<file path="config.mk">
export PLATFORM = sky130hd
export DESIGN_NAME = mrvs_div
export DESIGN_NICKNAME = d
export VERILOG_FILES = /design/src/mrvs_pkg.sv /design/src/mrvs_div.sv
export SDC_FILE = /design/constraint.sdc
export NUM_CORES = 1
export LEC_CHECK = 0
export BUFFER_PORTS_ARGS = -buffer_cell sky130_fd_sc_hd__buf_2
export CORE_MARGIN = 5
export CORE_UTILIZATION = 55
export DETAILED_ROUTE_END_ITERATION = 6
export HOLD_SLACK_MARGIN = 0.06
export PLACE_DENSITY = 0.81
export SYNTH_ARGS = -nofsm -noshare
export SYNTH_HDL_FRONTEND = slang
export SYNTH_SLANG_ARGS = --single-unit
</file>
<file path="constraint.sdc">
create_clock -name clk -period 3.4 [get_ports clk]
set_input_delay 0.68 -clock clk [delete_from_list [all_inputs] [get_ports clk]]
set_output_delay 0.68 -clock clk [all_outputs]
set_load 0.01 [all_outputs]
</file>
<file path="src/mrvs_pkg.sv">
`default_nettype none
package mrvs_pkg;

    localparam int MAX_VARS_DEF = 32;
    localparam int IDX_W        = 32;
    localparam int SZ_W         = 8;
    localparam int ID_W         = 6;
    localparam int STAT_W       = 3;

    localparam logic [1:0] OP_ADD = 2'd0;
    localparam logic [1:0] OP_REM = 2'd1;
    localparam logic [1:0] OP_QRY = 2'd2;
    localparam logic [1:0] OP_DEC = 2'd3;

    localparam logic [STAT_W-1:0] ST_OK       = 3'd0;
    localparam logic [STAT_W-1:0] ST_PRESENT  = 3'd1;
    localparam logic [STAT_W-1:0] ST_ABSENT   = 3'd2;
    localparam logic [STAT_W-1:0] ST_OVERFLOW = 3'd3;
    localparam logic [STAT_W-1:0] ST_BAD_ID   = 3'd4;

    typedef struct packed {
        logic [1:0]       operation;
        logic [ID_W-1:0]  var_id;
        logic [SZ_W-1:0]  domain_size;
        logic [IDX_W-1:0] instance_id;
    } cmd_t;

    typedef struct packed {
        logic [STAT_W-1:0] status;
        logic              present;
        logic [4:0]        position;
        logic [ID_W-1:0]   out_var_id;
        logic [SZ_W-1:0]   var_state;
        logic [IDX_W-1:0]  multiplier;
        logic [SZ_W-1:0]   var_size;
        logic [5:0]        set_count;
        logic [IDX_W-1:0]  instance_total;
        logic              last;
    } result_t;

    // broadcast controls to every cell
    typedef struct packed {
        logic wr;
        logic shift;
        logic use_pos;
    } cell_ctrl_t;

endpackage
`default_nettype wire

</file>
<file path="src/mrvs_div.sv">
`default_nettype none
module mrvs_div #(
    parameter int W = mrvs_pkg::IDX_W,
    localparam int CW = $clog2(W + 1)
) (
    input  wire          clk,
    input  wire          rst_n,
    input  wire          start,
    input  wire [W-1:0]  num,
    input  wire [W-1:0]  den,
    output logic         done,
    output logic [W-1:0] quot,
    output logic [W-1:0] rem
);

    logic [W-1:0]  rem_reg;
    logic [W-1:0]  quo_reg;
    logic [W-1:0]  den_reg;
    logic [CW-1:0] cnt_reg;
    logic          done_reg;
    logic [W:0]    sh;
    logic          ge;

    assign sh = {rem_reg, quo_reg[W-1]};
    assign ge = sh >= {1'b0, den_reg};

    always_ff @(posedge clk or negedge rst_n)
    begin
        if (!rst_n)
        begin
            cnt_reg  <= '0;
            done_reg <= 1'b0;
        end
        else
        begin
            done_reg <= 1'b0;
            if (start)
                cnt_reg <= CW'(W);
            else if (cnt_reg != '0)
            begin
                cnt_reg <= cnt_reg - 1'b1;
                if (cnt_reg == CW'(1))
                    done_reg <= 1'b1;
            end
        end
    end

    // restoring division, one quotient bit a cycle
    always_ff @(posedge clk)
    begin
        if (start)
        begin
            rem_reg <= '0;
            quo_reg <= num;
            den_reg <= den;
        end
        else if (cnt_reg != '0)
        begin
            rem_reg <= ge ? W'(sh - {1'b0, den_reg}) : sh[W-1:0];
            quo_reg <= {quo_reg[W-2:0], ge};
        end
    end

    assign done = done_reg;
    assign quot = quo_reg;
    assign rem  = rem_reg;

endmodule
`default_nettype wire

</file>
Word-level counts from Yosys, hierarchy flattened. Cells that the tools add are included. W data, S select, Z words.

Bits in registers: 103. Bits in latches: 0. RAM bits: 0. ROM bits: 0. Bits of input ports: 67. Logic and storage cells: 19. Memories: 0.

Add/sub/neg operators: 2. Multipliers: 0. Divide/modulo/power cells: 0. Order comparisons: 1. Eq/ne operators: 1. Shift-type cells: 0. Multiplexer cells: 8. Bitwise operators: 0. Reductions and logical operators: 2.

Operator list (number): $mux W32 (3); $ge A33 B32 Y1 (1); $sub A32 B32 Y32 (1); $mux W6 (2); $eq A6 B1 Y1 const B (1); $reduce_bool A6 Y1 (1); $sub A6 B1 Y6 const B (1); $mux W1 (3); $reduce_bool A2 Y1 (1).

Depth between registers and ports, before layout. Gate-level depths: netlist of run 1.

Depth in word-level cells: 4. Gate-level depth with buffers: 14.

Worst setup path after synthesis of run 1. No wires, ideal clock.

Path type: register to register. From: reg quo_reg[31], in the netlist quot[31]. To: reg rem_reg[26], in the netlist rem[26]. Library setup time: 0.084 ns. Arrival: 2.611 ns. Data required time: 3.316 ns. Slack: 0.705 ns. Cell stages (with the launch flop): 13. Buffers on the path: 0. Period minus slack after synthesis: 2.695 ns. Path through: edfxtp_1 inv_1 ha_1 fa_1 nor2b_4 o2111ai_2 nand3_2 a311o_1 a221oi_4 nand2_2 a2111oi_4 a2111oi_2 o31ai_2.

Longest elaborated chain between the ends: 2. Elaborated cells on any way between the ends: 3.

Ends and longest elaborated chain: start, declared (line mrvs_div.sv:17) `logic [W-1:0] quo_reg;`; start signal, assigned (line mrvs_div.sv:54) `quo_reg <= num;`; start signal, assigned (line mrvs_div.sv:60) `quo_reg <= {quo_reg[W-2:0], ge};`; $sub A32 B32 Y32 or $ge A33 B32 Y1 (tied branches) (line mrvs_div.sv:59, mrvs_div.sv:25); $mux W32 * (line mrvs_div.sv:59) `rem_reg <= ge ? W'(sh - {1'b0, den_reg}) : sh[W-1:0];`; end signal, assigned (line mrvs_div.sv:59); end, declared (line mrvs_div.sv:16) `logic [W-1:0] rem_reg;`.

Mark *: on every way between the ends. The rest lies on a longest branch, timed or not. A chain may end at the register's enable or synchronous reset.

Worst setup path after layout of run 1.
From: reg quo_reg[31], in the netlist quot[31]. To: reg rem_reg[30], in the netlist rem[30].

Same word-level chain as after synthesis.

==> results.json, run 1 <==
{
  "rsz0062_at_grt": "no",
  "synth.yosys.warnings": 0,
  "via_count": 4739,
  "timing.critical_path.to_type": "flip-flop",
  "clock_latency_on_the_worst_skew_pair_ns": 0.40,
  "worstMarginPinSlew_ns": 0.6090,
  "synth_largest_type_area_fraction_pct": 32.47,
  "max-clock-path-buffers": 2,
  "setup_violation_total_in_the_final_timing_report": 0,
  "synthMuxAreaShare_pct": 8.795,
  "cts_bufs_inserted": 9,
  "clkTransAtPathRegs_ns": 0.11,
  "report.power.total_uw": 5253,
  "initial_antenna_violation_count": 0,
  "synthFlopType": "sky130_fd_sc_hd__edfxtp_1",
  "post_drt_via_cell_ratio": 5.737,
  "area_growth_syn_to_layout_pct": 15.71,
  "buffers_on_ports": 131,
  "critical_path.top_delay_family": "compound AO/OA/AOI/OAI gates",
  "edff_count_synth": 64,
  "hold_viol_final": 0,
  "max_cap_viol_count": 0,
  "synth_xor_xnor_area_share_pct": 3.700,
  "maximum_number_of_pins_on_one_net_before_global_route_repair": 40,
  "syn_inst": 556,
  "synthSimpleGateAreaFrac_pct": 10.08,
  "synth.yosys.seq_area_share_pct": 46.26,
  "cts_tree": "built",
  "grt_pass1_vias": 4985,
  "die-height_um": 113.7,
  "synth_adder_area_share_pct": 7.526,
  "mappedNetlistArea_um2": 5918,
  "synth_compound_area_share_pct": 18.05,
  "ys_types": 67,
  "max_freq_mhz": 320.0,
  "crit_chain": "inv_1 > ha_1 > fa_1 > nor2b_4 > o2111ai_2 > nand3_2 > a311o_1 > a221oi_4 > o21ai_1 > nor4_1 > a311o_1 > o21ai_1",
  "post_cts.resized_instances": 0,
  "fp.dieW_um": 113.7,
  "postSynthRegisterBits": 103,
  "ys_async_sr_fraction_pct": 6.796,
  "htree_num_levels": 3,
  "final.period_utilization_pct": 91.92,
  "detail_route.iter0.violations": 278,
  "critical_path_class": "flip-flop to flip-flop",
  "design.core.area_um2": 10420,
  "slew_viol_final": 0,
  "routed_wire_length_per_instance_um": 17.48,
  "final_routed_drc_violation_total": 0,
  "crit_path_start_kind": "flip-flop",
  "leakage_uw": 0.003096,
  "largest_family_of_logic_cells_by_synthesized_area": "compound AO/OA/AOI/OAI gates",
  "tns_ns": 0,
  "post-route-min-period_ns": 3.125,
  "synthesis.area_per_instance_um2": 10.64,
  "gr-usage-all-layers_pct": 23.00,
  "grt_pass1_wl_um": 23970,
  "cts.sink_count": 103,
  "drt.antenna.violating_nets": 0,
  "io_pins": 132,
  "routabilityCongestion": 0.9376,
  "worst_ir_drop_on_vdd_v": 0.0004450,
  "data_required_time_of_the_worst_path_ns": 3.68,
  "cp_slowest_stage_delay_ns": 0.42,
  "critical_path_buf_inv_count": 1,
  "clock_root_buffer": "sky130_fd_sc_hd__clkbuf_8",
  "pwr_dens_nw_per_um2": 767.1,
  "hold_buffers": 0,
  "totalWireLength_um": 14440,
  "yosysTopAreaCell": "sky130_fd_sc_hd__edfxtp_1",
  "critical_path_peak_fanout": 5,
  "n_antenna_cell": 0,
  "rows": 37,
  "cts_setup_buffers": 0,
  "syn-num-nets": 658,
  "critPathArrivalTime_ns": 3.41,
  "number_of_nets_in_the_layout": 787,
  "synthTopCellsByArea": "sky130_fd_sc_hd__edfxtp_1 32%, sky130_fd_sc_hd__dfxtp_1 11%, sky130_fd_sc_hd__ha_1 7.2%",
  "status": "finished, final reports clean",
  "drtPass1Iterations": 5,
  "die_area_um2": 12930,
  "hold_path.class": "input pin to async pin",
  "initial_core_util_pct": 56.82,
  "hpwl_um": 10960,
  "globalRoute.totalOverflow": 0,
  "fin_skew_ns": 0.02382,
  "slowest_stage": "sky130_fd_sc_hd__edfxtp_1",
  "relSlewSlack_pct": 59.03,
  "drive_above_1_share_pct": 30.00
}
worst register-to-register path: cells and delay by family, from the launching register on:
| family | cells | cell delay [ns] |
|---|---|---|
| compound gates | 6 | 1.44 |
| simple gates | 3 | 0.56 |
| fa+ha+maj | 2 | 0.47 |
| flops | 1 | 0.42 |
| buf+inv | 1 | 0.10 |
cell type report:
class,count,area [um2]
Clock inverter,7,61.31
Multi-Input combinational cell,383,2851
Sequential cell,103,2738
Clock buffer,9,123.9
Timing Repair Buffer,140,723.2
Fill cell,872,3568
Inverter,48,180.2
Tap cell,136,170.2
synthesized netlist by cell type (7+ instances only):
| master | number |
|---|---|
| sky130_fd_sc_hd__xor2_1 | 10 |
| sky130_fd_sc_hd__clkbuf_1 | 12 |
| sky130_fd_sc_hd__mux2i_1 | 16 |
| sky130_fd_sc_hd__dfrtp_1 | 7 |
| sky130_fd_sc_hd__o21ai_1 | 17 |
| sky130_fd_sc_hd__ha_1 | 34 |
| sky130_fd_sc_hd__nand4_1 | 7 |
| sky130_fd_sc_hd__edfxtp_1 | 64 |
| sky130_fd_sc_hd__nor2_1 | 21 |
| sky130_fd_sc_hd__nand3_1 | 9 |
| sky130_fd_sc_hd__nor3_1 | 10 |
| sky130_fd_sc_hd__o21ai_0 | 25 |
| sky130_fd_sc_hd__a32oi_1 | 9 |
| sky130_fd_sc_hd__nand2_1 | 42 |
| sky130_fd_sc_hd__mux2_2 | 32 |
| sky130_fd_sc_hd__inv_1 | 48 |
| sky130_fd_sc_hd__xnor2_1 | 15 |
| sky130_fd_sc_hd__a21o_1 | 10 |
| sky130_fd_sc_hd__dfxtp_1 | 32 |
| sky130_fd_sc_hd__a21oi_1 | 48 |
per-layer routing:
layer	vias to the layer above	wire length [um]	GRT usage (%)
met5	-	0	0
met4	0	219	6.330
met3	26	1351	8.594
met2	193	7117	39.18
met1	2220	5750	27.31
li1	2300	-	-
power by group:
part           total (uW)  internal (uW)  switching, uW  leakage (uW)
clock network         742            284            458     0.0000997
logic                2590           1080           1510       0.00200
registers            1920           1660            258       0.00100
total                5250           3030           2230       0.00310
final timing paths:
| path | from | to | slack, ns | cells past startpoint |
|---|---|---|---|---|
| setup / recovery | quot[31]$_DFFE_PP_ | rem[30]$_SDFFE_PP0P_ | 0.27 | 12 |
| hold / removal | rst_n | cnt_reg[3]$_DFFE_PN0P_ | 0.08 | 1 |
| setup reg to reg | quot[31]$_DFFE_PP_ | rem[30]$_SDFFE_PP0P_ | 0.27 | 12 |
| hold reg to reg | rem[17]$_SDFFE_PP0P_ | rem[17]$_SDFFE_PP0P_ | 0.49 | 2 |
| max in group asynchronous | rst_n | cnt_reg[4]$_DFFE_PN0P_ | 3.14 | 1 |
| min in group clk | den[17] | den_reg[17]$_DFFE_PP_ | 0.44 | 1 |
kinds of logic (layout without fill, tap and decap cells):
family / after synthesis / after routing
flip-flops: 103 / 103
buffers and inverters: 70 / 204
multiplexers: 48 / 48
adder cells (fa/ha/maj): 35 / 35
AO/OA/AOI/OAI: 157 / 157
AND/OR/NAND/NOR: 118 / 118
XOR/XNOR: 25 / 25
through the flow:
| step | std cells | util, % | area [um2] | worst slack, ns | hold slack, ns |
|---|---|---|---|---|---|
| after global placement | 810 | 63.95 | 6661 | 0.4946 | 0.4741 |
| after global routing | 826 | 65.74 | 6848 | 0.01591 | 0.06324 |
| after CTS | 826 | 65.73 | 6847 | 0.3351 | 0.07384 |
| final | 826 | 65.74 | 6848 | 0.2748 | 0.08453 |
| after detailed placement | 810 | 63.95 | 6661 | 0.3584 | 0.4768 |
| after floorplan | 556 | - | 5918 | 0.7046 | 0.3844 |
layout by cell type, fill, tap and decap left out, drive strengths merged, types with 5 or more instances in the layout:
cell	n
buf	140
edfxtp	64
inv	53
a21oi	48
nand2	44
o21ai	42
ha	34
mux2	32
dfxtp	32
nor2	21
mux2i	16
xnor2	15
a21o	13
nor3	10
xor2	10
nand3	10
a32oi	9
clkbuf	9
nand4	7
dfrtp	7
o21bai	5
o21a	5
nor2b	5
o31ai	5
(Power assumes the default switching activity.)
==> inputs of run 2 (changes only) <==
==> constraint.sdc (replaced) <==
create_clock -name clk -period 3.4 [get_ports clk]
set_input_delay 1.02 -clock clk [delete_from_list [all_inputs] [get_ports clk]]
set_output_delay 1.02 -clock clk [all_outputs]
set_load 0.01 [all_outputs]
==> run 2 against run 1 <==
Effect of this change: worst setup slack better by 0.017 ns; sequential power about the same; sequential share of layout area down 0.095 points; design area up 0.24%; routed wire length up 0.66%; first-iteration DRC count up 38%; global-route usage up 0.076 points; clock skew down 0.0034 ns; final cell count up 0.24%; utilization up 0.16 points; critical endpoint unchanged.
==> results.json, run 2 (synthesis results as in run 1) <==
{
  "tns_ns": 0,
  "worstMarginPinSlew_ns": 0.6760,
  "buffers_on_ports": 131,
  "die-height_um": 113.7,
  "slew_viol_final": 0,
  "timing.critical_path.to_type": "flip-flop",
  "drive_above_1_share_pct": 30.06,
  "initial_core_util_pct": 56.82,
  "pwr_dens_nw_per_um2": 765.8,
  "cp_slowest_stage_delay_ns": 0.40,
  "critPathArrivalTime_ns": 3.39,
  "relSlewSlack_pct": 53.77,
  "area_growth_syn_to_layout_pct": 15.98,
  "slowest_stage": "sky130_fd_sc_hd__edfxtp_1",
  "io_pins": 132,
  "drt.antenna.violating_nets": 0,
  "setup_violation_total_in_the_final_timing_report": 0,
  "max_freq_mhz": 321.7,
  "n_antenna_cell": 0,
  "final_routed_drc_violation_total": 0,
  "initial_antenna_violation_count": 0,
  "status": "finished, final reports clean",
  "worst_ir_drop_on_vdd_v": 0.0004969,
  "globalRoute.totalOverflow": 0,
  "fin_skew_ns": 0.02038,
  "max_cap_viol_count": 0,
  "critical_path_class": "flip-flop to flip-flop",
  "post-route-min-period_ns": 3.108,
  "detail_route.iter0.violations": 385,
  "layout.cells.most_common": "sky130_fd_sc_hd__buf_2",
  "crit_chain": "inv_1 > ha_1 > fa_1 > nor2b_4 > o2111ai_2 > nand3_2 > a311o_1 > a221oi_4 > o21ai_1 > nor4_1 > a311o_1 > o21ai_1",
  "grt_pass1_wl_um": 23900,
  "clkTransAtPathRegs_ns": 0.11,
  "clock_latency_on_the_worst_skew_pair_ns": 0.39,
  "cts_tree": "built",
  "htree_num_levels": 3,
  "fp.dieW_um": 113.7,
  "data_required_time_of_the_worst_path_ns": 3.68,
  "rsz0062_at_grt": "no",
  "layout.core_utilization_pct": 65.90,
  "maximum_number_of_pins_on_one_net_before_global_route_repair": 46,
  "setup.reg_to_reg.worst_slack_ns": 0.29,
  "gr-usage-all-layers_pct": 23.08,
  "post_drt_via_cell_ratio": 5.809,
  "grt_pass1_vias": 4944,
  "max-clock-path-buffers": 2,
  "totalWireLength_um": 14530,
  "cts_bufs_inserted": 9,
  "design.core.area_um2": 10420,
  "leakage_uw": 0.003100,
  "cts.sink_count": 103,
  "post_cts.resized_instances": 0,
  "routabilityCongestion": 0.9230,
  "drtPass1Iterations": 5,
  "via_count": 4810,
  "clock_root_buffer": "sky130_fd_sc_hd__clkbuf_8",
  "routed_wire_length_per_instance_um": 17.55,
  "final.period_utilization_pct": 91.42,
  "hold_viol_final": 0,
  "hpwl_um": 11190,
  "critical_path_peak_fanout": 5,
  "rows": 37,
  "final_cell_mix": "131 x sky130_fd_sc_hd__buf_2, 64 x sky130_fd_sc_hd__edfxtp_1, 48 x sky130_fd_sc_hd__inv_1, 48 x sky130_fd_sc_hd__a21oi_1, 42 x sky130_fd_sc_hd__nand2_1",
  "number_of_nets_in_the_layout": 789,
  "hold_path.class": "input pin to async pin",
  "crit_path_start_kind": "flip-flop",
  "cts_setup_buffers": 0,
  "hold_buffers": 0,
  "die_area_um2": 12930
}
[run 2: path summary, 6_finish.rpt]
check                                     start                      to  cells after the start
min reg2reg                rem[17]$_SDFFE_PP0P_    rem[17]$_SDFFE_PP0P_                      2
max reg2reg                  quot[31]$_DFFE_PP_    rem[30]$_SDFFE_PP0P_                     12
max                          quot[31]$_DFFE_PP_    rem[30]$_SDFFE_PP0P_                     12
max in group asynchronous                 rst_n  cnt_reg[4]$_DFFE_PN0P_                      1
min in group clk           rem[17]$_SDFFE_PP0P_    rem[17]$_SDFFE_PP0P_                      2
min                                       rst_n          done$_DFF_PN0_                      1
[run 2: through the flow]
stage	area (um2)	worst slack, ns	hold slack (ns)	std cells	total power, uW
finish	6864	0.2916	0.4353	828	5257
global route	6864	0.1243	0.4230	828	5626
CTS	6864	0.3176	0.4215	828	5256
detailed placement	6676	0.3353	0.4760	812	4501
global placement	6676	0.4821	0.4725	812	4404
floorplan	5918	0.6591	0.4845	556	3797
[run 2: final cells by class]
type | instances | area [um2]
Fill cell | 843 | 3552
Multi-Input combinational cell | 383 | 2850
Tap cell | 136 | 170.2
Sequential cell | 103 | 2738
Clock buffer | 10 | 137.6
Timing Repair Buffer | 142 | 738.2
Clock inverter | 6 | 50.05
Inverter | 48 | 180.2
[run 2: layer usage]
metal | GRT usage [%] | share of wire (%) | routed length [um] | up-vias
met1 | 26.89 | 39 | 5732 | 2271
met2 | 39.77 | 50 | 7245 | 207
li1 | - | - | - | 2310
met4 | 6.731 | 1.5 | 215 | 0
met3 | 8.541 | 9.2 | 1341 | 22
met5 | 0 | 0 | 0 | -
[run 2: critical path, delay by kind of cell (launching register included)]
kind	cells	cell delay, ns
AOI/OAI and AO/OA	6	1.47
adders and majority gates	2	0.45
buffers and inverters	1	0.09
DFF	1	0.40
and+or+nand+nor	3	0.59
[run 2: power breakdown]
group | switching (uW) | internal [uW] | leakage [uW] | total (uW)
clock | 447 | 297 | 0.0000952 | 744
combinational | 1510 | 1080 | 0.00200 | 2600
sequential | 258 | 1660 | 0.00100 | 1920
