## src/mrvs_pkg.sv

```systemverilog
`default_nettype none
package mrvs_pkg;

    localparam int MAX_VARS_DEF = 32;
    localparam int IDX_W        = 32;
    localparam int SZ_W         = 8;
    localparam int ID_W         = 6;
    localparam int STAT_W       = 3;

    localparam logic [1:0] OP_ADD = 2'd0;
    localparam logic [1:0] OP_REM = 2'd1;
    localparam logic [1:0] OP_QRY = 2'd2;
    localparam logic [1:0] OP_DEC = 2'd3;

    localparam logic [STAT_W-1:0] ST_OK       = 3'd0;
    localparam logic [STAT_W-1:0] ST_PRESENT  = 3'd1;
    localparam logic [STAT_W-1:0] ST_ABSENT   = 3'd2;
    localparam logic [STAT_W-1:0] ST_OVERFLOW = 3'd3;
    localparam logic [STAT_W-1:0] ST_BAD_ID   = 3'd4;

    typedef struct packed {
        logic [1:0]       operation;
        logic [ID_W-1:0]  var_id;
        logic [SZ_W-1:0]  domain_size;
        logic [IDX_W-1:0] instance_id;
    } cmd_t;

    typedef struct packed {
        logic [STAT_W-1:0] status;
        logic              present;
        logic [4:0]        position;
        logic [ID_W-1:0]   out_var_id;
        logic [SZ_W-1:0]   var_state;
        logic [IDX_W-1:0]  multiplier;
        logic [SZ_W-1:0]   var_size;
        logic [5:0]        set_count;
        logic [IDX_W-1:0]  instance_total;
        logic              last;
    } result_t;

    // broadcast controls to every cell
    typedef struct packed {
        logic wr;
        logic shift;
        logic use_pos;
    } cell_ctrl_t;

endpackage
`default_nettype wire

```

## src/mrvs_cell.sv

```systemverilog
`default_nettype none
module mrvs_cell #(
    parameter int MAX_VARS = mrvs_pkg::MAX_VARS_DEF,
    parameter int CELL_IDX = 0,
    localparam int PW = $clog2(MAX_VARS),
    localparam int IW = mrvs_pkg::IDX_W,
    localparam int SW = mrvs_pkg::SZ_W,
    localparam int DW = mrvs_pkg::ID_W
) (
    input  wire                       clk,
    input  wire                       rst_n,
    input  wire mrvs_pkg::cell_ctrl_t ctrl,
    input  wire [PW-1:0]              wr_pos,
    input  wire [PW-1:0]              shift_pos,
    input  wire [PW-1:0]              key_pos,
    input  wire [DW-1:0]              key_id,
    input  wire [DW-1:0]              wr_var,
    input  wire [SW-1:0]              wr_size,
    input  wire [IW-1:0]              wr_weight,
    input  wire                       right_valid,
    input  wire [DW-1:0]              right_var,
    input  wire [SW-1:0]              right_size,
    input  wire                       left_tok,
    input  wire [IW-1:0]              left_weight,
    input  wire [SW-1:0]              left_size,
    output logic                      valid,
    output logic [DW-1:0]             ent_var,
    output logic [SW-1:0]             ent_size,
    output logic [IW-1:0]             ent_weight,
    output logic                      tok,
    output logic                      sel,
    output logic [PW-1:0]             bus_pos,
    output logic [DW-1:0]             bus_var,
    output logic [SW-1:0]             bus_size,
    output logic [IW-1:0]             bus_weight
);

    localparam logic [PW-1:0] MY_POS = PW'(CELL_IDX);

    logic              valid_reg;
    logic              tok_reg;
    logic [DW-1:0]     var_reg;
    logic [SW-1:0]     size_reg;
    logic [IW-1:0]     weight_reg;
    logic [IW+SW-1:0]  prod;
    logic              wr_here;
    logic              shift_here;

    assign wr_here    = ctrl.wr && (MY_POS == wr_pos);
    assign shift_here = ctrl.shift && (MY_POS >= shift_pos);
    assign prod       = {{SW{1'b0}}, left_weight} * {{IW{1'b0}}, left_size};

    always_ff @(posedge clk or negedge rst_n)
    begin
        if (!rst_n)
        begin
            valid_reg <= 1'b0;
            tok_reg   <= 1'b0;
        end
        else
        begin
            // token marks the cell whose weight is already right after a remove
            tok_reg <= ctrl.shift ? (MY_POS == shift_pos) : left_tok;
            if (wr_here)
                valid_reg <= 1'b1;
            else if (shift_here)
                valid_reg <= right_valid;
        end
    end

    always_ff @(posedge clk)
    begin
        if (wr_here)
        begin
            var_reg    <= wr_var;
            size_reg   <= wr_size;
            weight_reg <= wr_weight;
        end
        else if (shift_here)
        begin
            var_reg  <= right_var;
            size_reg <= right_size;
        end
        else if (left_tok)
            weight_reg <= prod[IW-1:0];
    end

    always_comb
    begin
        sel = valid_reg && (ctrl.use_pos ? (MY_POS == key_pos) : (var_reg == key_id));
    end

    assign valid      = valid_reg;
    assign ent_var    = var_reg;
    assign ent_size   = size_reg;
    assign ent_weight = weight_reg;
    assign tok        = tok_reg;
    assign bus_pos    = sel ? MY_POS : '0;
    assign bus_var    = sel ? var_reg : '0;
    assign bus_size   = sel ? size_reg : '0;
    assign bus_weight = sel ? weight_reg : '0;

endmodule
`default_nettype wire

```

## config.mk

```make
export PLATFORM = sky130hd
export DESIGN_NAME = mrvs_cell
export DESIGN_NICKNAME = d
export VERILOG_FILES = /design/src/mrvs_pkg.sv /design/src/mrvs_cell.sv
export SDC_FILE = /design/constraint.sdc
export NUM_CORES = 1
export LEC_CHECK = 0
export ABC_CLOCK_PERIOD_IN_PS = 2300
export BUFFER_PORTS_ARGS = -buffer_cell sky130_fd_sc_hd__buf_2
export CAP_MARGIN = 20
export CORE_MARGIN = 2
export CORE_UTILIZATION = 56
export CTS_CLUSTER_DIAMETER = 150
export DETAILED_ROUTE_END_ITERATION = 12
export PLACE_DENSITY = 0.82
export SLEW_MARGIN = 15
export SYNTH_ARGS = -nofsm -noshare
export SYNTH_HDL_FRONTEND = slang
export SYNTH_SLANG_ARGS = --single-unit
```

## constraint.sdc

```tcl
create_clock -name clk -period 2.3 [get_ports clk]
set_clock_uncertainty 0.2 [all_clocks]
set_input_delay 0.345 -clock clk [delete_from_list [all_inputs] [get_ports clk]]
set_output_delay 0.345 -clock clk [all_outputs]
set_load 0.05 [all_outputs]
```

Word-level counts from Yosys, hierarchy flattened
Cells that the tools add are included.
Operators by class
  add/subtract/negate cells: 0
  multiply operators: 1
  divide/modulo/power cells: 0
  order comparisons: 1
  eq/ne operators: 2
  shift-type cells: 0
  muxes and demuxes: 14
  bitwise logic cells: 0
  reductions and logical operators: 9
Operators with widths (count)
  32-bit two-way mux: 4
  32-bit by 8-bit multiplier with 32-bit output: 1
  8-bit two-way mux: 3
  6-bit two-way mux: 3
  5-bit zero test: 3
  6-bit equality test: 1
  1-bit by 5-bit greater-or-equal comparator with 1-bit output, first input constant: 1
  1-bit two-way mux: 4
  2-bit nonzero test: 2
  1-bit logical AND: 3
  2-bit inequality test, second input constant: 1
  2-bit AND reduction: 1
Word-level totals
  bits in registers: 48
  latch bits: 0
  RAM bits: 0
  bits in read-only memories: 0
  bits of input ports: 128
  output and inout bits: 100
  word-level logic and storage cells: 32
  memories kept: 0

Longest topological paths before layout
Gate-level depths: netlist (run 1).
  depth after elaboration: 4
  depth in mapped cells: 20
  gate-level depth less buffers: 18

Least setup slack after synthesis (run 1)
Ideal clock, no wire load.
  path type: input to register
  start: input left_size[3]
  end: register weight_reg[29], in the netlist ent_weight[29] (data pin)
  library setup time: 0.261 ns
  arrival: 4.941 ns
  required time: 1.839 ns
  path slack: -3.102 ns
  stages on the path: 18
  buffers on the path: 2
  cells stage by stage: clkbuf_1 clkbuf_1 nand2_1 fa_1 fa_1 inv_1 fa_1 inv_1 fa_1 inv_1 ha_1 o211a_1 o31a_1 o41a_1 a221o_1 a31oi_4 o21ai_2 o311a_1
Between the ends
  word-level cells in the longest chain between the ends: 4
Ends and longest elaborated chain
  start, declared: RTL line mrvs_cell.sv:25  | input wire [SW-1:0] left_size,
  32-bit by 8-bit multiplier with 32-bit output: RTL line mrvs_cell.sv:51  | assign prod = {{SW{1'b0}}, left_weight} * {{IW{1'b0}}, left_size};
  32-bit two-way mux: RTL line mrvs_cell.sv:84  | else if (left_tok)
  32-bit two-way mux: RTL line mrvs_cell.sv:79  | else if (shift_here)
  32-bit two-way mux: RTL line mrvs_cell.sv:73  | if (wr_here)
  end signal, assigned: RTL line mrvs_cell.sv:77  | weight_reg <= wr_weight;
  end signal, assigned: RTL line mrvs_cell.sv:85  | weight_reg <= prod[IW-1:0];
  end, declared: RTL line mrvs_cell.sv:44  | logic [IW-1:0] weight_reg;
Every way passes these cells. The select of a mux whose other input is x is not followed.
A chain may end at the register's enable or synchronous reset.

Worst setup path after layout (run 1)
  start: input left_size[6]
  end: register weight_reg[26], in the netlist ent_weight[26] (data pin)
The elaborated chain is that of the path after synthesis.

==> results.md, run 1 <==
- Crit path kind: input port to flip-flop
- Register Area: 0.001431 sq mm
- Period utilization: 2.197
- Total GRT Usage: 0.3447
- Mux cell area share after synthesis: 0.002233
- Status: finished, violations left
- DRT iter0 DRCs: 673
- Post-synthesis compound-gate area fraction: 0.07453
- Failing checks: setup timing
- Port bufs: 222
- Reg2Reg Setup Slack: 1.36 ns
- Share of the synthesized area in the top cell type: 0.3484
- Post-Synthesis Cells: 974
- Area used by multi-input combinational logic: 0.007609 sq mm
- Top_reg_cell synth: edfxtp_1
- Async SR Flop Fraction: 0.04167
- Hpwl dp: 21190 um
- Placement row count: 46
- Pin slew with the least headroom to its limit: 0.5122 ns
- Critical R2R Launch: valid$_DFFE_PN0P_
- Core Util, Final: 0.8413
- Vias in the first global route: 9004
- Chip width: 130.5 um
- Final Cell Area: 0.01327 sq mm
- Most common cell in the netlist: and2_1
- CP arrival: 4.87 ns
- Synth top area cells: fa_1 (35%), and2_1 (16%), edfxtp_1 (15%), ha_1 (5.6%), inv_1 (5.5%)
- Power per cell area: 1254 mW/mm^2
- Pwr Total: 16.64 mW
- CTS H-tree lvls: 2
- Inst Count DP: 1513
- FF+latch count, synth: 48
- Mapped cell area: 0.008965 sq mm
- Post-DRT Antenna Nets: 0
- # DRC: 0
- CTS Root Cell: clkbuf_16
- Fin. Hold Viols: 0
- Startpoint Class: input port
- CTS tree: yes
- Layout Nets: 1657
- DIE AREA: 0.01704 sq mm
- GR peak layer: met2
- Worst reg2reg path depth: 2
- Yosys Warn Count: 0
- Layout cells sized above 1: 0.4141
- Syn-to-layout area delta: 48.00%
- Final setup violating endpoints: 76
- DR WL/cell: 20.70 um
- Syn avg cell area: 9.204 sq um
- Crit path time final: 5.052 ns
- Post-Synth Adder-Cell Area: 0.4042
- Non-Filler Instances: 1553
- Slew Viols, Final: 0
- Register area share after synthesis: 0.1597
- Largest net degree at the start of global routing: 48
- Drt via density: 5.658
- Reg-to-reg endpoint: valid$_DFFE_PN0P_
- Worst Path Required: 2.12 ns
- Largest family of logic cells by synthesized area: adder cells
- CTS sink cnt: 48
- VDD IR max: 742.1 uV
- GR Layer Usage met2: 0.6048
- Max Root-Sink Buffers: 2
- Vias: 8787
- GP Congestion: 0.9376
- First-pass GRT wire length: 45160 um
- Xor and xnor area share after synthesis: 0.03810
- GR Util met3: 0.06393
- Leak pwr: 6.438 nW
- Clk slew on worst S/H paths: 0.06 ns
- Largest register FFs: 32
- Setup crit start: left_size[6]
- Clock buffer count from CTS: 5
- Post-Route WL: 32150 um
- IO Count: 228
- Fmax: 197.9 MHz
- Worst Setup EP: ent_weight[26]$_DFFE_PP_
- Iteration count of the initial detailed-routing pass: 5
- RSZ-0062 raised after global routing: yes
- Post-synth top area cell: fa_1
- Initial Util: 0.5685
- Hold WC Path Type: input port to flip-flop
- Post-Place Cell Area: 0.01159 sq mm
- Die Y: 130.5 um
- Worst Setup End Kind: flip-flop
- Skew-Pair Late Insertion Delay: 0.29 ns
- Final setup margin: -2.752 ns
- Total grt overflow: 0
- Synth cell types: 52
- Max_cap viols: 0
- Core area: 0.01577 sq mm
- GR met1 Demand/Resource: 0.4133
- Relative slew slack: 0.6561
- Post-synth top cells: and2_1 (223), fa_1 (156), inv_1 (132), nand2_1 (131), edfxtp_1 (46)
- Count of flip-flops with a built-in enable after synthesis: 46
- Antenna violations before repair: 3
- Post-Synth Simple-Gate Area: 0.2463
- Fill count: 842
- Worst-path fanout max: 17
worst min-delay path by stage:
stage	end	cells after the start	slack (ns)	from
after global routing	tok$_DFF_PN0_	2	0.05	ctrl[1]
after CTS	tok$_DFF_PN0_	2	0.05	ctrl[1]
final	tok$_DFF_PN0_	2	0.05	ctrl[1]
after detailed placement	tok$_DFF_PN0_	1	-0.06	rst_n
after floorplan	tok$_DFF_PN0_	0	-0.15	rst_n
after global placement	tok$_DFF_PN0_	1	-0.07	rst_n
per-stage QoR:
stage | hold slack, ns | setup TNS [ns] | worst slack, ns
after floorplan | -0.1506 | -66.95 | -2.615
after global placement | -0.06812 | -75.21 | -2.865
after detailed placement | -0.06458 | -78.65 | -2.984
after CTS | 0.05046 | -79.63 | -2.569
after global routing | 0.05445 | -90.75 | -2.876
final | 0.04530 | -82.57 | -2.752
logic make-up after synthesis:
| family | after synthesis |
|---|---|
| compound gates | 101 |
| xor+xnor | 39 |
| fa+ha+maj | 196 |
| buf+inv | 173 |
| flops | 48 |
| mux | 2 |
| other cells | 1 |
| simple gates | 414 |
worst max-delay path: stages:
cell	delay [ns]
buf_12	0.12
nand2_2	0.06
fa_1	0.48
fa_1	0.52
inv_2	0.05
fa_1	0.56
inv_1	0.07
fa_1	0.54
inv_2	0.05
ha_4	0.22
buf_6	0.12
a2111oi_4	0.33
a211oi_2	0.12
o41ai_4	0.10
a21oi_2	0.13
o211ai_1	0.34
nand2_2	0.19
a2111oi_4	0.41
a311oi_1	0.09
layer usage:
layer | share of wire | vias up
met5 | 0 | -
met4 | 0.063 | 0
met3 | 0.084 | 157
met2 | 0.51 | 572
met1 | 0.35 | 4310
li1 | - | 3748
final cells by class:
class                   count  share of cell area
inverters                 132             0.03734
diodes                      4           0.0007544
clock buffers               5            0.009430
well taps                 216             0.02037
multi-input cells         757              0.5735
clock inverters             2            0.004527
flip-flops and latches     48              0.1079
repair buffers            389              0.2462
placed cells by master, fill, tap and decap left out, types with 5 or more instances in the layout:
cell type	Yosys	routed
buf_2	0	160
and2_1	223	158
fa_1	156	151
buf_4	5	127
nand2_1	131	122
inv_1	132	120
and2_4	0	65
buf_8	0	52
edfxtp_1	46	46
buf_6	0	33
ha_1	40	25
nor2_1	23	20
xnor2_1	27	20
a21oi_1	31	16
a21o_1	14	14
ha_4	0	14
inv_2	0	12
a21oi_2	0	12
buf_12	0	12
o21ai_1	0	10
xor2_1	12	10
nand2_2	0	8
o21ai_0	22	7
xnor2_2	0	7
nand2b_1	6	6
nand3_1	5	5
fa_2	0	5
conb_1	1	5
clkbuf_16	0	5
where the power goes:
group / internal (mW) / switching, mW
sequential: 1.64 / 0.190
combinational: 6.52 / 7.38
clock: 0.617 / 0.305
total: 8.77 / 7.87
timing repair:
item                                   in CTS  in global routing
setup buffers                              18                 11
endpoints found under the hold margin       2                  0
hold buffers                                1                  0
resized for setup                         258                 73
cloned                                      5                  0
pin swaps                                  85                 66
setup endpoints to repair                  76                 76
Power figures use the tool's default switching activity.
==> run 2, diff against run 1 <==
ABC_CLOCK_PERIOD_IN_PS = 4800   (was 2300)
clock period = 4.8 ns   (was 2.3 ns; I/O delays follow)
==> results.md, run 2 (synthesized netlist as in run 1, its figures left out) <==
- Reg-to-reg endpoint: valid$_DFFE_PN0P_ (unchanged)
- Final setup violating endpoints: 19 (was 76)
- Largest register FFs: 32 (unchanged)
- Die Y: 130.5 um (unchanged)
- Power per cell area: 595.6 mW/mm^2 (was 1254 mW/mm^2)
- Drt via density: 5.207 (was 5.658)
- Pre-CTS worst setup slack: -0.7964 ns (was -2.984 ns)
- Leak pwr: 6.011 nW (was 6.438 nW)
- CTS H-tree lvls: 2 (unchanged)
- Post-Route WL: 24940 um (was 32150 um)
- CP arrival: 5.03 ns (was 4.87 ns)
- Crit path time final: 5.192 ns
- Clock buffer count from CTS: 5 (unchanged)
- Antenna violations before repair: 4 (was 3)
- Slew Viols, Final: 0 (unchanged)
- Total GRT Usage: 0.2961 (was 0.3447)
- Worst Path Required: 4.64 ns (was 2.12 ns)
- Iteration count of the initial detailed-routing pass: 5 (unchanged)
- Inst Count DP: 1496 (was 1513)
- DRT iter0 DRCs: 413 (was 673)
- VDD IR max: 290.1 uV (was 742.1 uV)
- Crit path kind: input port to flip-flop (unchanged)
- Max Root-Sink Buffers: 2 (unchanged)
- CTS sink cnt: 48 (unchanged)
- Reg2Reg Setup Slack: 3.86 ns (was 1.36 ns)
- Hold WC Path Type: flip-flop to flip-flop (was input port to flip-flop)
- Non-Filler Instances: 1519 (was 1553)
- Worst reg2reg path depth: 2 (unchanged)
- Setup crit start: left_weight[0] (was left_size[6])
- Worst-path fanout max: 5 (was 17)
- Startpoint Class: input port (unchanged)
- Vias in the first global route: 8257 (was 9004)
- Worst Setup EP: ent_weight[29]$_DFFE_PP_ (was ent_weight[26]$_DFFE_PP_)
- Largest net degree at the start of global routing: 56 (was 48)
- GP Congestion: 0.9296 (was 0.9376)
- Chip width: 130.5 um (unchanged)
- Layout cells sized above 1: 0.3318 (was 0.4141)
- Vias: 7909 (was 8787)
- Hold Path Origin: valid$_DFFE_PN0P_ (was ctrl[1])
- Hold_ws: 0.3456 ns (was 0.04530 ns)
- Post-DRT Antenna Nets: 0 (unchanged)
- Failing checks: setup timing (unchanged)
- Max_cap viols: 0 (unchanged)
- First-pass GRT wire length: 39280 um (was 45160 um)
- Final setup margin: -0.3917 ns (was -2.752 ns)
- Total grt overflow: 0 (unchanged)
- Skew-Pair Late Insertion Delay: 0.29 ns (about the same)
- Core area: 0.01577 sq mm (unchanged)
- Layout Nets: 1622 (was 1657)
- Commonest non-fill, non-tap cells in the layout: and2_1 (211), buf_2 (208), fa_1 (149) (was buf_2 (160), and2_1 (158), fa_1 (151))
- DIE AREA: 0.01704 sq mm (unchanged)
- IO Count: 228 (unchanged)
- Syn-to-layout area delta: 32.97% (was 48.00%)
- DR WL/cell: 16.42 um (was 20.70 um)
- CTS Root Cell: clkbuf_16 (unchanged)
- Worst Setup End Kind: flip-flop (unchanged)
- Status: finished, violations left (unchanged)
- Placement row count: 46 (unchanged)
- Commonest non-fill, non-tap cell in the layout: and2_1 (was buf_2)
- Clk slew on worst S/H paths: 0.06 ns (about the same)
- CTS tree: yes (unchanged)
- RSZ-0062 raised after global routing: yes (unchanged)
- Post-Route Setup TNS: -5.246 ns (was -82.57 ns)
- Pin slew with the least headroom to its limit: 0.8871 ns (was 0.5122 ns)
- Period utilization: 1.082
- Port bufs: 222 (unchanged)
- Hpwl dp: 20640 um (was 21190 um)
- Initial Util: 0.5685 (unchanged)
- # DRC: 0 (unchanged)
- Pwr Total: 7.099 mW (was 16.64 mW)
- Relative slew slack: 0.4086 (was 0.6561)
- Fmax: 192.6 MHz
- Critical R2R Launch: valid$_DFFE_PN0P_ (unchanged)
- Fin. Hold Viols: 0 (unchanged)
==> run 2: final cells by class <==
class                      count  area (sq um)
inverter                     132         495.5
fill                        1121          3850
multi-input combinational    757          7239
antenna                        4         10.01
timing repair buffer         354          2280
sequential                    48          1431
clock inverter                 3         68.82
tap                          216         270.3
clock buffer                   5         125.1
==> run 2: repair_timing <==
action / in CTS / in global routing
setup buffers: 7 / 2
setup endpoints to repair: 19 / 21
resized for setup: 75 / 23
gates cloned: 1 / 0
hold endpoints to repair: 2 / 0
pin swaps: 42 / 21
hold buffers: 1 / 0
==> run 2: worst min path at each step <==
stage / end / slack, ns / cells past startpoint
floorplan: tok$_DFF_PN0_ / 0.22 / 0
global placement: tok$_DFF_PN0_ / 0.31 / 1
detailed placement: tok$_DFF_PN0_ / 0.31 / 1
CTS: valid$_DFFE_PN0P_ / 0.36 / 2
global route: valid$_DFFE_PN0P_ / 0.40 / 2
finish: valid$_DFFE_PN0P_ / 0.35 / 2
==> run 2: routing by layer <==
| layer | GRT usage | wire (um) | up-vias | share of wire |
|---|---|---|---|---|
| met5 | 0 | 0 | - | 0 |
| li1 | - | - | 3679 | - |
| met4 | 0.1120 | 675 | 0 | 0.027 |
| met1 | 0.3672 | 9922 | 3857 | 0.40 |
| met3 | 0.04601 | 1700 | 51 | 0.068 |
| met2 | 0.5248 | 12640 | 322 | 0.51 |
==> run 2: stage by stage <==
| stage | area, sq um | util |
|---|---|---|
| floorplan | 9199 | - |
| global placement | 11270 | 0.7145 |
| detailed placement | 11270 | 0.7145 |
| CTS | 11820 | 0.7497 |
| global route | 11920 | 0.7559 |
| finish | 11920 | 0.7559 |
==> run 2: worst max-delay path, stage by stage <==
cell and delay [ns]:
buf_4 0.14, buf_4 0.15, and2_4 0.16, fa_2 0.38
fa_1 0.47, ha_1 0.33, fa_1 0.48, ha_1 0.34
nor2b_4 0.14, o31a_1 0.32, o41a_1 0.36, a221o_1 0.39
a31oi_4 0.24, o21ai_4 0.10, o311a_1 0.31
==> run 2: power breakdown <==
part,internal (mW),switching (mW),leakage [nW]
combinational,2.75,3.04,5.45
clock,0.300,0.152,0.0944
sequential,0.782,0.0726,0.463
total,3.83,3.27,6.01
